### src/hw/rtl/velocity_command_safety_filter_core_assert.svh
// assertion macros shared by the safety filter rtl
`ifndef VELOCITY_COMMAND_SAFETY_FILTER_CORE_ASSERT_SVH
`define VELOCITY_COMMAND_SAFETY_FILTER_CORE_ASSERT_SVH

`ifndef SYNTHESIS

// checked on clk_i, masked while rst_ni is low
`define VCSF_ASSERT(lbl, prop) \
  lbl: assert property (@(posedge clk_i) disable iff (!rst_ni) (prop)) \
    else $error("vcsf assertion failed");

// checked on clk_i, reset included
`define VCSF_ASSERT_RST(lbl, prop) \
  lbl: assert property (@(posedge clk_i) (prop)) \
    else $error("vcsf reset assertion failed");

`else

`define VCSF_ASSERT(lbl, prop)
`define VCSF_ASSERT_RST(lbl, prop)

`endif

`endif

### src/hw/rtl/vcsf_pkg.sv
package vcsf_pkg;

  localparam int unsigned VelW   = 16;
  localparam int unsigned LimW   = 15;
  localparam int unsigned AltW   = 24;
  localparam int unsigned FloorW = 23;
  localparam int unsigned CfgW   = 23;
  localparam int unsigned CfgIdxW = 2;

  localparam logic [LimW-1:0]   MaxLinearRst   = 15'd12288;
  localparam logic [LimW-1:0]   MaxAngularRst  = 15'd3277;
  localparam logic [LimW-1:0]   RampRateRst    = 15'd6144;
  localparam logic [FloorW-1:0] MinAltitudeRst = 23'd2048;

  typedef enum logic [CfgIdxW-1:0] {
    REG_MAX_LINEAR   = 2'd0,
    REG_MAX_ANGULAR  = 2'd1,
    REG_RAMP_RATE    = 2'd2,
    REG_MIN_ALTITUDE = 2'd3
  } vcsf_reg_e;

  typedef struct packed {
    logic signed [VelW-1:0] vel_x;
    logic signed [VelW-1:0] vel_y;
    logic signed [VelW-1:0] vel_z;
    logic signed [VelW-1:0] rate_pitch;
    logic signed [VelW-1:0] rate_yaw;
    logic                   healthy;
    logic                   pose_fresh;
    logic signed [AltW-1:0] altitude;
  } vcsf_req_t;

  typedef struct packed {
    logic signed [VelW-1:0] out_x;
    logic signed [VelW-1:0] out_y;
    logic signed [VelW-1:0] out_z;
    logic signed [VelW-1:0] out_pitch;
    logic signed [VelW-1:0] out_yaw;
  } vcsf_res_t;

  typedef struct packed {
    logic [LimW-1:0]   lin_limit;
    logic [LimW-1:0]   ang_limit;
    logic [LimW-1:0]   ramp_rate;
    logic [FloorW-1:0] min_altitude;
  } vcsf_cfg_t;

endpackage

### src/hw/rtl/vcsf_cfg.sv
module vcsf_cfg
  import vcsf_pkg::*;
(
  input  logic               clk_i,
  input  logic               rst_ni,
  input  logic               cfg_we_i,
  input  logic [CfgIdxW-1:0] cfg_idx_i,
  input  logic [CfgW-1:0]    cfg_data_i,
  output vcsf_cfg_t          cfg_o
);

  vcsf_cfg_t cfg_q, cfg_d;

  always_comb begin
    cfg_d = cfg_q;
    if (cfg_we_i) begin
      case (vcsf_reg_e'(cfg_idx_i))
        REG_MAX_LINEAR:   cfg_d.lin_limit    = cfg_data_i[LimW-1:0];
        REG_MAX_ANGULAR:  cfg_d.ang_limit    = cfg_data_i[LimW-1:0];
        REG_RAMP_RATE:    cfg_d.ramp_rate    = cfg_data_i[LimW-1:0];
        REG_MIN_ALTITUDE: cfg_d.min_altitude = cfg_data_i[FloorW-1:0];
        default:          cfg_d = cfg_q;
      endcase
    end
  end

  always_ff @(posedge clk_i or negedge rst_ni) begin
    if (!rst_ni) begin
      cfg_q.lin_limit    <= MaxLinearRst;
      cfg_q.ang_limit    <= MaxAngularRst;
      cfg_q.ramp_rate    <= RampRateRst;
      cfg_q.min_altitude <= MinAltitudeRst;
    end else begin
      cfg_q <= cfg_d;
    end
  end

  assign cfg_o = cfg_q;

endmodule

### src/hw/rtl/vcsf_axis.sv
module vcsf_axis
  import vcsf_pkg::*;
(
  input  logic signed [VelW-1:0] cmd_i,
  input  logic signed [VelW-1:0] prev_i,
  input  logic [LimW-1:0]        limit_i,
  input  logic [LimW-1:0]        rate_i,
  input  logic                   block_neg_i,
  output logic signed [VelW-1:0] val_o
);

  // two guard bits: the difference of two 16 bit values needs 17, plus sign room
  localparam int unsigned ExtW = VelW + 2;

  logic signed [ExtW-1:0] cmd_ext, prev_ext, lim_ext, rate_ext;
  logic signed [ExtW-1:0] clamp, diff, stepped;

  always_comb begin
    cmd_ext  = ExtW'(cmd_i);
    prev_ext = ExtW'(prev_i);
    lim_ext  = $signed({{(ExtW-LimW){1'b0}}, limit_i});
    rate_ext = $signed({{(ExtW-LimW){1'b0}}, rate_i});

    if (cmd_ext > lim_ext) begin
      clamp = lim_ext;
    end else if (cmd_ext < -lim_ext) begin
      clamp = -lim_ext;
    end else begin
      clamp = cmd_ext;
    end

    // descent blocked near the floor
    if (block_neg_i && clamp < 0) begin
      clamp = '0;
    end

    diff = clamp - prev_ext;
    if (diff > rate_ext) begin
      stepped = prev_ext + rate_ext;
    end else if (diff < -rate_ext) begin
      stepped = prev_ext - rate_ext;
    end else begin
      stepped = clamp;
    end
  end

  // result lies between prev and the clamped command, so it fits
  assign val_o = stepped[VelW-1:0];

endmodule

### src/hw/rtl/velocity_command_safety_filter_core.sv
// Velocity command safety filter: magnitude clamp, descent floor and slew limit
// on a five-axis velocity command (x, y, z velocity, pitch and yaw rate).
// Request channel: in_valid_i / in_ready_o with in_req_i (command, health,
// pose freshness, altitude). Result channel: out_valid_o / out_ready_i with
// out_res_o, exactly one result per request, in order.
// Configuration: cfg_we_i writes cfg_data_i into register cfg_idx_i at a clock
// edge (0 linear limit, 1 angular limit, 2 ramp rate, 3 altitude floor); write
// only while no request is in flight.
// A request passes the input register, then the result register. Throughput:
// one request per cycle while the receiver does not stall, since the clamp and
// slew of all five axes sit in one stage between the two registers and the
// result register doubles as the previous-output store.
// Reset clears both stages, the previous output to zero and the registers to
// their defaults. When the receiver stalls the result holds; one more request
// is taken into the input register, after which in_ready_o drops.
module velocity_command_safety_filter_core
  import vcsf_pkg::*;
(
  input  logic               clk_i,
  input  logic               rst_ni,
  input  logic               in_valid_i,
  output logic               in_ready_o,
  input  vcsf_req_t          in_req_i,
  output logic               out_valid_o,
  input  logic               out_ready_i,
  output vcsf_res_t          out_res_o,
  input  logic               cfg_we_i,
  input  logic [CfgIdxW-1:0] cfg_idx_i,
  input  logic [CfgW-1:0]    cfg_data_i
);

  `include "velocity_command_safety_filter_core_assert.svh"

  vcsf_cfg_t cfg;

  logic      s1_valid_q, s1_valid_d;
  vcsf_req_t s1_req_q;
  logic      out_valid_q, out_valid_d;
  vcsf_res_t out_q, out_d;
  vcsf_res_t axis_res;
  logic      out_load, in_acc, floor_hit;

  vcsf_cfg u_cfg (
    .clk_i      (clk_i),
    .rst_ni     (rst_ni),
    .cfg_we_i   (cfg_we_i),
    .cfg_idx_i  (cfg_idx_i),
    .cfg_data_i (cfg_data_i),
    .cfg_o      (cfg)
  );

  assign out_load   = s1_valid_q && (!out_valid_q || out_ready_i);
  assign in_ready_o = !s1_valid_q || out_load;
  assign in_acc     = in_valid_i && in_ready_o;

  assign floor_hit = s1_req_q.pose_fresh &&
                     ($signed(s1_req_q.altitude) < $signed({1'b0, cfg.min_altitude}));

  vcsf_axis u_axis_x (
    .cmd_i (s1_req_q.vel_x), .prev_i (out_q.out_x), .limit_i (cfg.lin_limit),
    .rate_i (cfg.ramp_rate), .block_neg_i (1'b0), .val_o (axis_res.out_x)
  );
  vcsf_axis u_axis_y (
    .cmd_i (s1_req_q.vel_y), .prev_i (out_q.out_y), .limit_i (cfg.lin_limit),
    .rate_i (cfg.ramp_rate), .block_neg_i (1'b0), .val_o (axis_res.out_y)
  );
  vcsf_axis u_axis_z (
    .cmd_i (s1_req_q.vel_z), .prev_i (out_q.out_z), .limit_i (cfg.lin_limit),
    .rate_i (cfg.ramp_rate), .block_neg_i (floor_hit), .val_o (axis_res.out_z)
  );
  vcsf_axis u_axis_pitch (
    .cmd_i (s1_req_q.rate_pitch), .prev_i (out_q.out_pitch), .limit_i (cfg.ang_limit),
    .rate_i (cfg.ramp_rate), .block_neg_i (1'b0), .val_o (axis_res.out_pitch)
  );
  vcsf_axis u_axis_yaw (
    .cmd_i (s1_req_q.rate_yaw), .prev_i (out_q.out_yaw), .limit_i (cfg.ang_limit),
    .rate_i (cfg.ramp_rate), .block_neg_i (1'b0), .val_o (axis_res.out_yaw)
  );

  always_comb begin
    s1_valid_d = s1_valid_q;
    if (in_acc) begin
      s1_valid_d = 1'b1;
    end else if (out_load) begin
      s1_valid_d = 1'b0;
    end

    out_valid_d = out_valid_q;
    out_d       = out_q;
    if (out_load) begin
      out_valid_d = 1'b1;
      // unhealthy forces the result to zero, bypassing clamp and slew
      out_d       = s1_req_q.healthy ? axis_res : '0;
    end else if (out_ready_i) begin
      out_valid_d = 1'b0;
    end
  end

  always_ff @(posedge clk_i or negedge rst_ni) begin
    if (!rst_ni) begin
      s1_valid_q  <= 1'b0;
      out_valid_q <= 1'b0;
      out_q       <= '0;
    end else begin
      s1_valid_q  <= s1_valid_d;
      out_valid_q <= out_valid_d;
      out_q       <= out_d;
    end
  end

  always_ff @(posedge clk_i) begin
    if (in_acc) begin
      s1_req_q <= in_req_i;
    end
  end

  assign out_valid_o = out_valid_q;
  assign out_res_o   = out_q;

  `VCSF_ASSERT(a_unhealthy_zero, (out_load && !s1_req_q.healthy) |=> (out_q == '0))
  `VCSF_ASSERT(a_ready_low_full, !in_ready_o |-> (s1_valid_q && out_valid_q && !out_ready_i))
  `VCSF_ASSERT(a_zero_rate_holds,
               (out_load && s1_req_q.healthy && cfg.ramp_rate == '0) |=> $stable(out_q))
  `VCSF_ASSERT_RST(a_reset_empty, !rst_ni |-> (!out_valid_o && in_ready_o))

endmodule
### config.mk
export PLATFORM = sky130hd
export DESIGN_NAME = velocity_command_safety_filter_core
export DESIGN_NICKNAME = d
export VERILOG_FILES = /design/src/hw/rtl/vcsf_pkg.sv /design/src/hw/rtl/vcsf_cfg.sv /design/src/hw/rtl/vcsf_axis.sv /design/src/hw/rtl/velocity_command_safety_filter_core.sv
export VERILOG_INCLUDE_DIRS = /design/src /design/src/hw/rtl
export SDC_FILE = /design/constraint.sdc
export NUM_CORES = 1
export LEC_CHECK = 0
export ABC_AREA = 1
export BUFFER_PORTS_ARGS = -buffer_cell sky130_fd_sc_hd__buf_2
export CAP_MARGIN = 20
export CELL_PAD_IN_SITES_DETAIL_PLACEMENT = 1
export CELL_PAD_IN_SITES_GLOBAL_PLACEMENT = 1
export CORE_AREA = 2 2 270 272
export CTS_CLUSTER_SIZE = 14
export DETAILED_ROUTE_END_ITERATION = 12
export DIE_AREA = 0 0 272 274
export GPL_TIMING_DRIVEN = 0
export PLACE_DENSITY = 0.9
export SYNTH_ARGS = -nofsm -noshare
export SYNTH_HDL_FRONTEND = slang
export SYNTH_SLANG_ARGS = --single-unit
### constraint.sdc
create_clock -name clk_i -period 9.3 [get_ports clk_i]
set_clock_uncertainty 0.05 [all_clocks]
set_input_delay 0 -clock clk_i [delete_from_list [all_inputs] [get_ports clk_i]]
set_output_delay 0 -clock clk_i [all_outputs]
set_load 0.005 [all_outputs]
==> results.md, run 1 <==
- Slowest-stage cell, CP: dfstp_2
- Placed cell areas: 35,000 um^2
- Port Buffer Count: ~220
- Drt initial violations: ~3,400
- I/O pins: 218
- Gpl congestion: roughly 1.0
- Clock buffer count from CTS: 31
- ANT nets after route: 0
- Most used routing layer: met2
- Row cnt: slightly below 100
- CTS Sinks: about 260
- Met1 Use GR: a little under half
- Mapped cell area: 32,500 um^2
- Root buf cell: clkbuf_16
- Syn. warnings: 0
- Largest cells by area after synthesis: ha_1 22%, nand2_1 12%, dfrtp_1 11%, edfxtp_1 9.8%, inv_1 7.0%
- GR Util met2: around 64%
- Initial antenna violation count: 4
- Starting Density: 45.2%
- Worst setup margin: a little over 100 ps
- Most frequent CP cell: nand2_1
- Slew @ Worst Pin: approximately 1200 ps
- CTS tree: built
- 1st-pass router iterations: 6
- Clock Path Buffers: 3
- Post-Place Setup Slack: -521 ps
- Worst hold stages: 2
- Seq/Total Area, Yosys: between 20% and 30%
- Yosys cell types: between 50 and 60
- Hold_ws: 0.676 ps
- DR DRC count: 0
- Max Cap Viol: 0
- Core area: 72,000 um^2
- GR Layer Usage met3: 10.1%
- Number of global-route vias before repair: around 39,000
- Die H: roughly 270 um
- H-tree lvl count: 1
- Via count: between 30,000 and 40,000
- Xor-xnor portion of the synthesized cell area: ~5.7%
- Die area: roughly 75,000 um^2
- Final Max Slew Viols: 0
- Final hold violations: 0
- Pin count of the biggest net entering global routing: 100
- Minimum clock period: around 9000 ps
- Post-Syn Instances: about 4,600
- Crit-path max cell delay: 410 ps
- Clock Latency Late Sink: around 670 ps
- Avg Inst Size Synth: slightly above 7 um^2
- First-pass GRT wire length: about 230 mm
- Post-synth EDFFs: around 110
- Setup violators final: 0
- Post-synth top area share: 22.1%
- Endpoint class of the critical path: register
- Mapped Nets: about 5,300
- Register bit total from synthesis: 256
- Routed wire length per instance: roughly 26 um
- Simple-Gate Fraction of Synth Area: 25.4%
- Mux cell area share after synthesis: less than 1%
- Post-synth top cells: 1,043 x nand2_1, 608 x inv_1, 574 x ha_1
- Register-to-Register Path Depth: 53
- Final Cycle Share: between 90% and 100%
- Largest family of logic cells by synthesized area: simple AND/OR/NAND/NOR gates
- Worst r2r dst: out_res_o[22]$_DFFE_PN0P_
- Async SR Flop Fraction: between 50% and 60%
- Peak supply drop: about 0.21 mV
- Area added between synthesis and finish: 17.1%
- Clk slew on worst S/H paths: 70 ps
- Die Wd: approximately 270 um
- Congestion Overflow GR: 0
- R2R setup slack: 100 ps
- Static leakage: 19.6 nW
- Worst Path Required: 9760 ps
- Crit path max fanout: 10
- Peak Freq: approximately 0.11 GHz
- Hold endpoint: s1_req_q[33]$_DFFE_PP_
- WS Path Type: reg -> reg
- Worst R2R Start: u_cfg.cfg_o[38]$_DFFE_PN1P_
- Final Instance Area: 38,100 um^2
- Share of cells above drive strength 1: about 10%
- PD cells: about 350 nW/um^2
- Crit path DAT: a little under 10,000 ps
- Drt total wl: between 150 and 200 mm
- Headroom to the max-slew limit: a little under a fifth
- Post-synth top area cell: ha_1
- Synth Area in Compound Gates: between 15 and 20%
- Synth Area in Adders: a little under a quarter
- Critical path launch point type: register
- Fin nets: between 5,000 and 6,000
- Status: finished clean
- Hold Crit Start: in_req_i[33]
- Ys flop type: dfrtp_1
- Vias/cell: about 6.2
- Post-DP HPWL: approximately 110 mm
- Hold crit path type: in -> reg
- Count leader, synth: nand2_1
- Antenna diodes: 0
- Overall Global Routing Usage: between 30% and 40%
==> worst max-delay path by stage <==
stage,startpoint,to,slack [ps],cells after the start
finish,u_cfg.cfg_o[38]$_DFFE_PN1P_,out_res_o[22]$_DFFE_PN0P_,100,53
global route,u_cfg.cfg_o[38]$_DFFE_PN1P_,out_res_o[24]$_DFFE_PN0P_,-300,53
CTS,u_cfg.cfg_o[54]$_DFFE_PN0P_,out_res_o[55]$_DFFE_PN0P_,30,56
detailed placement,u_cfg.cfg_o[54]$_DFFE_PN0P_,out_res_o[57]$_DFFE_PN0P_,-520,54
global placement,u_cfg.cfg_o[54]$_DFFE_PN0P_,out_res_o[57]$_DFFE_PN0P_,-250,54
floorplan,u_cfg.cfg_o[39]$_DFFE_PN0P_,out_res_o[19]$_DFFE_PN0P_,2100,52
==> routing by layer <==
metal	share of wire, %	up-vias
met5	0	-
met4	8.0	0
met3	10	807
met2	45	2130
met1	37	17900
li1	-	16400
==> cell families after synthesis <==
| family | Yosys count |
|---|---|
| multiplexers | 1 |
| XOR/XNOR | 210 |
| AND/OR/NAND/NOR | 1895 |
| flip-flops | 256 |
| adder cells (fa/ha/maj) | 589 |
| buffers and inverters | 755 |
| AO/OA/AOI/OAI | 904 |
==> cell type report <==
type                       count  area (um^2)
inverter                     622         2360
buffer                       130          623
fill                        9244        33800
clock inverter                18          205
multi-input combinational   3599        22900
tap                          959         1200
clock buffer                  40          893
timing repair buffer         391         2940
sequential                   256         6950
==> placed cells by master, fill, tap and decap left out, drive strengths merged, types with 138 or more instances in the layout <==
| cell type | n |
|---|---|
| buf | 277 |
| clkbuf | 138 |
| nand3 | 367 |
| nand2 | 1069 |
| inv | 621 |
| ha | 574 |
| a21oi | 343 |
| xor2 | 182 |
| dfrtp | 138 |
| o21ai | 351 |
| nor2 | 289 |
| dlygate4sd3 | 146 |
==> what timing repair did <==
item                                    CTS  global route
endpoints found under the setup margin   71            80
setup buffers                             1            16
gates resized for setup                  13           105
cloned                                    0             0
endpoints found under the hold margin   347             0
pin swaps                                 0            11
hold buffers                            147             0
==> flip-flops by register name, summed over array words and instances (netlist names) <==
register / cells
s1_req_q: 106
out_res_o: 80
u_cfg.cfg_o: 68
out_valid_o: 1
s1_valid_q: 1
==> through the flow <==
stage               utilization (%)  TNS, ps  power [mW]  instances
floorplan                         -        0        8.31       4610
global placement               48.4    -2960        10.7       5786
detailed placement             48.6   -13380        11.2       5791
CTS                            52.2        0        12.7       5997
global route                   53.0    -6200        14.5       6015
finish                         53.0        0        13.5       6015
==> critical path, delay by kind of cell (launching register included) <==
family | cells | cell delay, ps
fa+ha+maj | 5 | 1190
xor+xnor | 1 | 170
flops | 1 | 410
simple gates | 30 | 4470
buf+inv | 9 | 1170
compound gates | 8 | 1560
==> power by group <==
part | internal, mW | switching (mW)
Combinational | 3.53 | 6.68
Sequential | 1.41 | 0.489
Clock | 0.768 | 0.626
Note: power is estimated with default switching activity, not from simulation.
==> run 2, diff against run 1 <==
==> constraint.sdc (replaced) <==
create_clock -name clk_i -period 9.3 [get_ports clk_i]
set_clock_uncertainty 0.05 [all_clocks]
set_input_delay 1.86 -clock clk_i [delete_from_list [all_inputs] [get_ports clk_i]]
set_output_delay 1.86 -clock clk_i [all_outputs]
set_load 0.005 [all_outputs]
==> run 2 against run 1 <==
  * Sequential share of layout area is 0.85 points higher
  * Critical path depth is 1 lower
  * Clock power is 4% lower
  * Fmax is 2.5% higher
  * Count of clock-buffer cells in the layout stayed put
  * Flip-flop and latch count stayed put
  * First-iteration DRC count is 22% lower
  * Non-clock buffer count is 153 lower
  * Combinational power is 4% lower
  * Critical path type unchanged
  * Critical endpoint is now out_res_o[55]$_DFFE_PN0P_
  * Largest cell class unchanged
  * Highest routed layer unchanged
==> results.md, run 2 (synthesis results as in run 1) <==
- Status: finished clean (unchanged)
- Clock buffer count from CTS: 31 (unchanged)
- Setup tns final: 0 ps (unchanged)
- Power, Total: 13.1 mW (was 13.5 mW)
- Post-Layout Cell Count: 5,862 (was 6,015)
- Die H: 274 um (unchanged)
- Crit path max fanout: 15 (was 10)
- DR DRC count: 0 (unchanged)
- Most frequent CP cell: nand2_1 (unchanged)
- Peak supply drop: 0.234 mV (was 0.206 mV)
- Max FFs per register: 106 (unchanged)
- Pin count of the biggest net entering global routing: 100 (unchanged)
- Max Cap Viol: 0 (unchanged)
- Row cnt: 99 (unchanged)
- Root buf cell: clkbuf_16 (unchanged)
- CTS tree: built (unchanged)
- Slowest-stage cell, CP: dfrtp_2 (was dfstp_2)
- Vias/cell: 5.97 (was 6.18)
- Final hold violations: 0 (unchanged)
- Sw Pwr: 7.47 mW (was 7.79 mW)
- Endpoint class of the critical path: register (unchanged)
- First-pass GRT wire length: 206 mm (was 225 mm)
- Setup violators final: 0 (unchanged)
- Sequential share of power: 14.5% (was 14.1%)
- Minimum clock period: 8970 ps (was 9200 ps)
- Crit path DAT: 9440 ps (was 9650 ps)
- PD cells: 359 nW/um^2 (was 354 nW/um^2)
- Critical path launch point type: register (unchanged)
- Top cell family by delay on the critical path: simple AND/OR/NAND/NOR gates (unchanged)
- Clock power share: 10.2% (was 10.3%)
- Hold-fix buffers at CTS: 0 (was 147)
- Via count: 35,000 (was 37,200)
- Register with the most flip-flops: s1_req_q (unchanged)
- Drt initial violations: 2,649 (was 3,377)
- Drt total wl: 136 mm (was 154 mm)
- Starting Density: 45.2% (unchanged)
- Crit-path max cell delay: 490 ps (was 410 ps)
- WL met2: 62.1 mm (was 69.2 mm)
- Buffers plus inverters on the worst setup path: 11 (was 9)
- Clock Latency Late Sink: 640 ps (was 670 ps)
- R2R setup slack: 330 ps (was 100 ps)
- Initial antenna violation count: 2 (was 4)
- Worst Path Required: 9770 ps (was 9760 ps)
- Commonest non-fill, non-tap cell in the layout: nand2_1 (unchanged)
- Fin nets: 5,603 (was 5,756)
- WS Path Type: reg -> reg (unchanged)
- Area added between synthesis and finish: 11.9% (was 17.1%)
- Port Buffer Count: 217 (unchanged)
- Headroom to the max-slew limit: 19.4% (was 19.0%)
- Placed Cells: 5,791 (unchanged)
- I/O pins: 218 (unchanged)
- Hold crit path type: reg -> reg (was in -> reg)
- Peak Freq: 0.111 GHz (was 0.109 GHz)
- Slew @ Worst Pin: 1210 ps (about the same)
- Placed cell areas: 35,000 um^2 (unchanged)
- Sw Share: 57.2% (was 57.7%)
- Number of global-route vias before repair: 36,500 (was 38,600)
- Gpl congestion: 1.02 (unchanged)
- Share of cells above drive strength 1: 10.1% (was 10.3%)
- Hold_ws: 450 ps (was 0.676 ps)
- M1 wire length: 53.0 mm (was 57.1 mm)
- Commonest non-fill, non-tap cells in the layout: 1,036 x nand2_1, 600 x inv_1, 574 x ha_1 (was 1,035 x nand2_1, 598 x inv_1, 572 x ha_1)
- 1st-pass router iterations: 6 (unchanged)
- Congestion Overflow GR: 0 (unchanged)
- Cell-internal power: 5.60 mW (was 5.71 mW)
- Die Wd: 272 um (unchanged)
- Routed length on met3: 12.5 mm (was 15.5 mm)
- Final Max Slew Viols: 0 (unchanged)
- Comb pwr share: 75.3% (was 75.6%)
- Final Cycle Share: 96.5% (was 98.9%)
- Overall Global Routing Usage: 35.5% (was 39.2%)
- Routed wire length per instance: 23.2 um (was 25.6 um)
- Core area: 72,000 um^2 (unchanged)
- CTS Sinks: 256 (unchanged)
- Post-DP HPWL: 106 mm (unchanged)
- Antenna diodes: 0 (unchanged)
- Static leakage: 18.9 nW (was 19.6 nW)
- Final Instance Area: 36,400 um^2 (was 38,100 um^2)
- Clock Path Buffers: 3 (unchanged)
- H-tree lvl count: 1 (unchanged)
- Clk slew on worst S/H paths: 60 ps (was 70 ps)
- Die area: 74,500 um^2 (unchanged)
- Top layer reached by signal wires: met4 (unchanged)
- ANT nets after route: 0 (unchanged)
==> run 2: changes by cell type in the layout (fill, tap and decap cells not counted), sizes merged <==
cell | previous run | this run
dlygate4sd3 | 146 | 0
clkbuf | 138 | 139
buf | 277 | 269
==> run 2: repair_timing <==
item	4_1_cts	5_1_grt
pin swaps	0	4
gates cloned	0	0
gates resized for setup	13	71
endpoints found under the setup margin	71	80
setup buffers	1	11
==> run 2: cell type report <==
| cell class | count | area, um^2 |
|---|---|---|
| Sequential cell | 256 | 6950 |
| Multi-Input combinational cell | 3599 | 22800 |
| Buffer | 131 | 619 |
| Fill cell | 9393 | 35500 |
| Clock inverter | 18 | 205 |
| Tap cell | 959 | 1200 |
| Inverter | 622 | 2360 |
| Timing Repair Buffer | 237 | 1360 |
| Clock buffer | 40 | 893 |
==> run 2: worst min-delay path: cells and delay by family (launching register included) <==
family	cells	cell delay (ps)
and+or+nand+nor	1	60
DFF	1	350
AOI/OAI and AO/OA	1	60
==> run 2: power groups by stage <==
stage,combinational [mW],sequential (mW),clock (mW)
finish,9.84,1.89,1.33
global route,10.9,1.90,1.39
CTS,9.47,1.86,1.35
detailed placement,9.35,1.88,0
global placement,8.82,1.87,0
floorplan,6.65,1.67,0
==> run 2: metal layers <==
layer | vias to the layer above | GRT usage [%]
li1 | 16100 | -
met2 | 1531 | 59.0
met4 | 0 | 19.5
met3 | 470 | 7.93
met1 | 16900 | 42.4
met5 | - | 0
==> run 2: metrics by stage <==
| stage | utilization, % | worst slack (ps) |
|---|---|---|
| CTS | 50.2 | 25.9 |
| global route | 50.6 | -53.9 |
| floorplan | - | 2100 |
| global placement | 48.4 | -247 |
| finish | 50.6 | 330 |
| detailed placement | 48.6 | -521 |
==> run 2: final timing paths <==
kind,start,endpoint,cells after the start
max,u_cfg.cfg_o[53]$_DFFE_PN0P_,out_res_o[55]$_DFFE_PN0P_,52
min,u_cfg.cfg_o[6]$_DFFE_PN0P_,u_cfg.cfg_o[6]$_DFFE_PN0P_,2
max reg2reg,u_cfg.cfg_o[53]$_DFFE_PN0P_,out_res_o[55]$_DFFE_PN0P_,52
min reg2reg,u_cfg.cfg_o[6]$_DFFE_PN0P_,u_cfg.cfg_o[6]$_DFFE_PN0P_,2
max in group asynchronous,rst_ni,u_cfg.cfg_o[53]$_DFFE_PN0P_,2
min in group asynchronous,rst_ni,out_res_o[17]$_DFFE_PN0P_,1
